`src/rtl/otq_pkg.sv`:
```
package otq_pkg;

    // Width of the id field on the ports.
    localparam int IdW = 16;

    // Request codes carried in the input tuser.
    localparam logic [1:0] FUNC_ENQ     = 2'd0;
    localparam logic [1:0] FUNC_DEQ_ANY = 2'd1;
    localparam logic [1:0] FUNC_DEQ_DOG = 2'd2;
    localparam logic [1:0] FUNC_DEQ_CAT = 2'd3;

    // Result status codes carried in the output tuser.
    localparam logic [1:0] STATUS_OK    = 2'd0;
    localparam logic [1:0] STATUS_EMPTY = 2'd1;
    localparam logic [1:0] STATUS_FULL  = 2'd2;

    // Class codes.
    localparam logic CLASS_CAT = 1'b0;
    localparam logic CLASS_DOG = 1'b1;

    // Pointer update commands for one FIFO.
    typedef struct packed {
        logic push;
        logic pop;
    } fifo_cmd_t;

    // Occupancy flags of one FIFO.
    typedef struct packed {
        logic empty;
        logic full;
    } fifo_flags_t;

    // One result item.
    typedef struct packed {
        logic [1:0]     status;
        logic [IdW-1:0] id;
        logic           cls;
    } result_t;

endpackage

```
`src/rtl/otq_ptr.sv`:
```
module otq_ptr #(
    parameter int DEPTH = 256
) (
    input  logic                     clk,
    input  logic                     rst_n,
    input  otq_pkg::fifo_cmd_t       cmd,
    output logic [$clog2(DEPTH)-1:0] head,
    output logic [$clog2(DEPTH)-1:0] tail,
    output otq_pkg::fifo_flags_t     flags
);

    localparam int AW = $clog2(DEPTH);
    localparam int CW = $clog2(DEPTH + 1);

    logic [AW-1:0] head_reg, head_next;
    logic [AW-1:0] tail_reg, tail_next;
    logic [CW-1:0] count_reg, count_next;

    function automatic logic [AW-1:0] wrap_inc(input logic [AW-1:0] p);
        logic [AW-1:0] r;
        if (p == AW'(DEPTH - 1))
        begin
            r = '0;
        end
        else
        begin
            r = p + AW'(1);
        end
        return r;
    endfunction

    always_comb
    begin
        head_next  = head_reg;
        tail_next  = tail_reg;
        count_next = count_reg;
        if (cmd.push)
        begin
            tail_next  = wrap_inc(tail_reg);
            count_next = count_reg + CW'(1);
        end
        else if (cmd.pop)
        begin
            head_next  = wrap_inc(head_reg);
            count_next = count_reg - CW'(1);
        end
    end

    always_ff @(posedge clk or negedge rst_n)
    begin
        if (!rst_n)
        begin
            head_reg  <= '0;
            tail_reg  <= '0;
            count_reg <= '0;
        end
        else
        begin
            head_reg  <= head_next;
            tail_reg  <= tail_next;
            count_reg <= count_next;
        end
    end

    assign head        = head_reg;
    assign tail        = tail_reg;
    assign flags.empty = (count_reg == '0);
    assign flags.full  = (count_reg == CW'(DEPTH));

endmodule

```
`config.mk`:
```
export PLATFORM = sky130hd
export DESIGN_NAME = otq_ptr
export DESIGN_NICKNAME = d
export VERILOG_FILES = /design/src/rtl/otq_pkg.sv /design/src/rtl/otq_ptr.sv
export SDC_FILE = /design/constraint.sdc
export NUM_CORES = 1
export LEC_CHECK = 0
export BUFFER_PORTS_ARGS = -buffer_cell sky130_fd_sc_hd__buf_2
export CAP_MARGIN = 20
export CORE_ASPECT_RATIO = 1.4
export CORE_MARGIN = 3
export CORE_UTILIZATION = 35
export CTS_CLUSTER_SIZE = 8
export DETAILED_ROUTE_END_ITERATION = 10
export GPL_TIMING_DRIVEN = 0
export HOLD_SLACK_MARGIN = 0.03
export PLACE_DENSITY = 0.61
export SYNTH_ARGS = -nofsm -noshare
export SYNTH_HDL_FRONTEND = slang
export SYNTH_SLANG_ARGS = --single-unit
```
`constraint.sdc`:
```
create_clock -name clk -period 1.6 [get_ports clk]
set_input_delay 0 -clock clk [delete_from_list [all_inputs] [get_ports clk]]
set_output_delay 0 -clock clk [all_outputs]
set_load 0.1 [all_outputs]
```
======== Word level (Yosys, flattened, before mapping) ========
Index checks and enable logic that the tools add are counted.
word-level totals
  output and inout port bits .............. 18
  register bits ........................... 25
  input bits .............................. 4
  logic and storage cells ................. 18
cells by class
  $add $sub $neg .......................... 4
  multiplexer cells ....................... 4
  bitwise logic cells ..................... 1
  equal/unequal tests ..................... 3
  reduce and logical (&&, ||, !) cells .... 3
operators by type and width
  cell                                                                number
  9-bit two-way mux                                                   2
  8-bit by 1-bit adder with 8-bit output, second input constant       2
  8-bit equality test, second input constant                          2
  8-bit two-way mux                                                   2
  9-bit by 1-bit adder with 9-bit output, second input constant       1
  9-bit equality test, second input constant                          1
  9-bit logical NOT                                                   1
  9-bit by 1-bit subtractor with 9-bit output, second input constant  1
  2-bit AND reduction                                                 1
  2-bit nonzero test                                                  1
  1-bit inverter                                                      1

======== Logic depth before layout (Yosys ltp) ========
  depth after elaboration ................. 3
  depth in mapped cells ................... 8
  mapped depth without buffers ............ 7

======== Worst setup path before layout ========
OpenSTA, ideal clock, no wires.
  path kind ............................... register -> output
  from .................................... register count_reg[0]
  to ...................................... output port flags[1] (netlist bit)
  setup slack ............................. -449 ps
  arrival time ............................ 2049 ps
  buffers on the path ..................... 0
  data required time ...................... 1600 ps
  cell stages (with the launch flop) ...... 4
  cell sequence ........................... dfrtp_1 -> nor4_1 -> nand2_1 -> nor2_1
RTL lines
  element                 line           RTL
  from (decl)             otq_ptr.sv:17  logic [CW-1:0] count_reg, count_next;
  from (signal assigned)  otq_ptr.sv:61  count_reg <= count_next;
  to (decl)               otq_ptr.sv:9   output otq_pkg::fifo_flags_t flags

======== Final worst setup path ========
  from .................................... register count_reg[1]
  to ...................................... register count_reg[8]
between the ends
  word-level cells in the longest chain between the ends .. 3
  elaborated cells between the ends (all ways) .. 4
  those cells by class .................... add/sub: 2; mux: 2
ends and longest elaborated chain
  element                                      line           RTL
  9-bit by 1-bit subtractor with 9-bit output  otq_ptr.sv:45  count_next = count_reg - CW'(1);
  9-bit two-way mux                            otq_ptr.sv:42  else if (cmd.pop)
  9-bit two-way mux (*)                        otq_ptr.sv:37  if (cmd.push)
Mark *: on every way between the ends. The rest lies on a longest branch, timed or not. The select of a mux whose other input is x is not followed.
A chain may end at the register's enable or synchronous reset.

==> impl_metrics.py <==
metrics = {
    "run_status": {
        "status": "finished with violations",
        "violations": "setup timing",
    },
    "grt": {
        "grtUsageTotal_pct": 13.93,
        "grt_pass1_wl_um": 5147,
        "antenna_found_initial": 0,
        "grt_remaining_overflow": 0,
        "grt_max_degree": 26,
        "grt_pass1_vias": 1152,
    },
    "finish": {
        "syn2layout_area_growth_pct": 33.30,
        "n_fill_cell": 338,
        "multiInputGateArea_um2": 890.9,
        "stdcell_count": 219,
        "drive_above_1_share_pct": 41.81,
        "regArea_um2": 651.9,
        "fin_nets": 192,
        "antennaDiodeCount": 0,
        "largest_register_ffs": 9,
    },
    "sta": {
        "fin_crit_ns": 1.693,
        "setup_ws_ns": -0.09281,
        "grt_setup_unrepaired": "true",
        "hold_viol_final": 0,
        "slew-limit-headroom_pct": 61.76,
        "fin_crit_sh_pct": 105.8,
        "fmax_ghz": 0.5907,
        "maxSlewViolCount": 0,
        "clock_skew_ns": 0.009424,
        "max_slew.worst_pin.slew_ns": 0.5736,
        "setup_viol": 4,
    },
    "min_path": {
        "hp-class": "primary input to register",
    },
    "cts": {
        "clk_latency_ns": 0.27,
        "cts_root_buffer": "clkbuf_8",
        "clk_pin_slew_ns": 0.10,
        "h-tree-depth": 1,
        "cts_sinks": 25,
        "cts_max_path_buffers": 2,
        "cts_tree": "yes",
        "cts_buffers": 3,
    },
    "die": {
        "die_w_um": 59.48,
        "start_util_pct": 37.46,
        "pin_count": 22,
        "dieArea_mm2": 0.004810,
        "core_mm2": 0.003741,
        "die_y_um": 80.87,
        "rows": 26,
    },
    "critical_path": {
        "critPathLaunchType": "register",
        "critPathMaxStageDelay_ns": 0.43,
        "crit_fanout": 4,
        "criticalPathCategory": "register to register",
        "worstPathRequired_ns": 1.77,
        "crit_arrival_ns": 1.86,
        "cp-end-kind": "register",
        "cp_slowest_cell": "dfrtp_2",
        "crit_chain": "inv_2 -> fa_2 -> nand2b_4 -> a21oi_4 -> o211ai_1 -> nor3b_2 -> xnor2_1",
    },
    "place": {
        "place.gp.congestion": 0.8522,
        "hpwl_um": 2255,
        "numPortBuffers": 21,
        "placedCellCount": 205,
    },
    "synthesis": {
        "ys_types": 29,
        "synth_cells": 142,
        "synthesis.area_mm2": 0.001401,
        "synth_warnings": 0,
        "avgSynthCellArea_um2": 9.869,
        "seq_area_frac_synth_pct": 44.64,
        "syn-num-nets": 156,
        "synth_seq_cells": 25,
    },
    "drt": {
        "viasPerCell": 5.411,
        "wire_per_inst_um": 14.96,
        "firstDrtPassIters": 4,
        "vias": 1185,
        "drc_errors": 0,
        "wl_um": 3276,
        "postRouteAntennaNets": 0,
        "drtIter0Drc": 66,
    },
    "job": {
        "drv_cap": 0,
    },
}
==> cell families after synthesis <==
kind of cell             Yosys count  synth area share, %
AND/OR/NAND/NOR                   53                18.21
AO/OA/AOI/OAI                     27                11.88
flip-flops                        25                44.64
XOR/XNOR                          19                11.88
adder cells (fa/ha/maj)           10                9.464
buffers and inverters              5                1.518
multiplexers                       3                2.411
==> layout make-up <==
class                           instances  area share [%]
Multi-Input combinational cell        112           47.69
Sequential cell                        25           34.90
Timing Repair Buffer                   31           10.45
Tap cell                               42           2.813
Clock buffer                            3           2.210
Inverter                                3          0.8038
Buffer                                  2          0.6698
Clock inverter                          1          0.4689
==> cell usage after synthesis <==
cell type  count  area, um^2
dfrtp_1       25       625.6
nor2_1        15       56.30
nand2_1       14       52.55
o21ai_0       12       60.06
xnor2_1       11       96.34
ha_1           9       112.6
xor2_1         8       70.07
nand3_1        7       35.03
a21oi_1        5       25.02
and3_1         4       25.02
inv_1          3       11.26
mux2_2         3       33.78
nand2b_1       3       18.77
nand4_1        3       18.77
nor4_1         3       18.77
a211oi_1       2       15.01
buf_2          2       10.01
o211ai_1       2       15.01
a211oi_2       1       12.51
a21o_2         1       8.760
and2b_1        1       7.510
and4_1         1       8.760
fa_1           1       20.02
nor2b_1        1       6.260
nor3b_1        1       7.510
o21ai_2        1       8.760
o21bai_1       1       7.510
o22ai_1        1       6.260
o31ai_1        1       7.510
==> cell usage in the layout, fill, tap and decap left out, types with 2 or more instances in the layout <==
| master | instances |
|---|---|
| dfrtp_4 | 4 |
| nand4_1 | 3 |
| buf_4 | 10 |
| o211ai_1 | 2 |
| xor2_1 | 8 |
| clkbuf_8 | 3 |
| and3_1 | 4 |
| ha_4 | 5 |
| buf_2 | 20 |
| inv_2 | 2 |
| nand2b_1 | 2 |
| xnor2_1 | 11 |
| dfrtp_1 | 12 |
| dfrtp_2 | 9 |
| nand3_1 | 7 |
| o21ai_1 | 4 |
| a21oi_2 | 2 |
| nor2_1 | 14 |
| ha_1 | 4 |
| o21ai_0 | 8 |
| mux2_2 | 3 |
| buf_6 | 2 |
| a21oi_1 | 2 |
| nand2_1 | 14 |
==> metal layers <==
layer,GRT usage (%),wire [um]
met1,15.91,1300
met2,24.51,1787
met4,6.576,46
met3,2.385,140
met5,0,0
==> path summary, 6_finish.rpt <==
path	from	end	slack [ns]	cells past startpoint
max	count_reg[1]	count_reg[8]	-0.09	7
min	cmd[1]	tail[2]	0.07	3
max reg2reg	count_reg[1]	count_reg[8]	-0.09	7
min reg2reg	head[2]	head[2]	0.50	1
max in group asynchronous	rst_n	head[0]	0.91	2
min in group asynchronous	rst_n	tail[6]	0.25	2
==> critical path: cells and delay by family (launching register included) <==
family                   cells  cell delay (ns)
adder cells (fa/ha/maj)      1             0.35
AND/OR/NAND/NOR              2             0.34
buffers and inverters        1             0.05
XOR/XNOR                     1             0.12
flip-flops                   1             0.43
AO/OA/AOI/OAI                2             0.30
==> metrics by stage <==
step           utilization, %  TNS [ns]  hold WS, ns  cell area (um^2)  setup slack, ns
4_1_cts                 46.39   -0.3312      0.06225              1735          -0.1091
5_1_grt                 49.93   -0.7325      0.08602              1868          -0.1681
3_5_place_dp            42.74    -1.619      0.02818              1599          -0.4006
2_1_floorplan               -  -0.03152      -0.2956              1441         -0.01338
6_report                49.93   -0.2524      0.06634              1868         -0.09281
3_3_place_gp            42.74    -1.327      0.02623              1599          -0.3477
==> repair_timing <==
action,CTS,global route
hold buffers,1,0
endpoints found under the hold margin,25,0
pin swaps,5,7
setup buffers,2,7
gates resized for setup,12,19
endpoints found under the setup margin,7,7
gates cloned,0,0
Power is not shown: default switching activity piles up to over one toggle a cycle in this logic, so the estimate is an artifact.
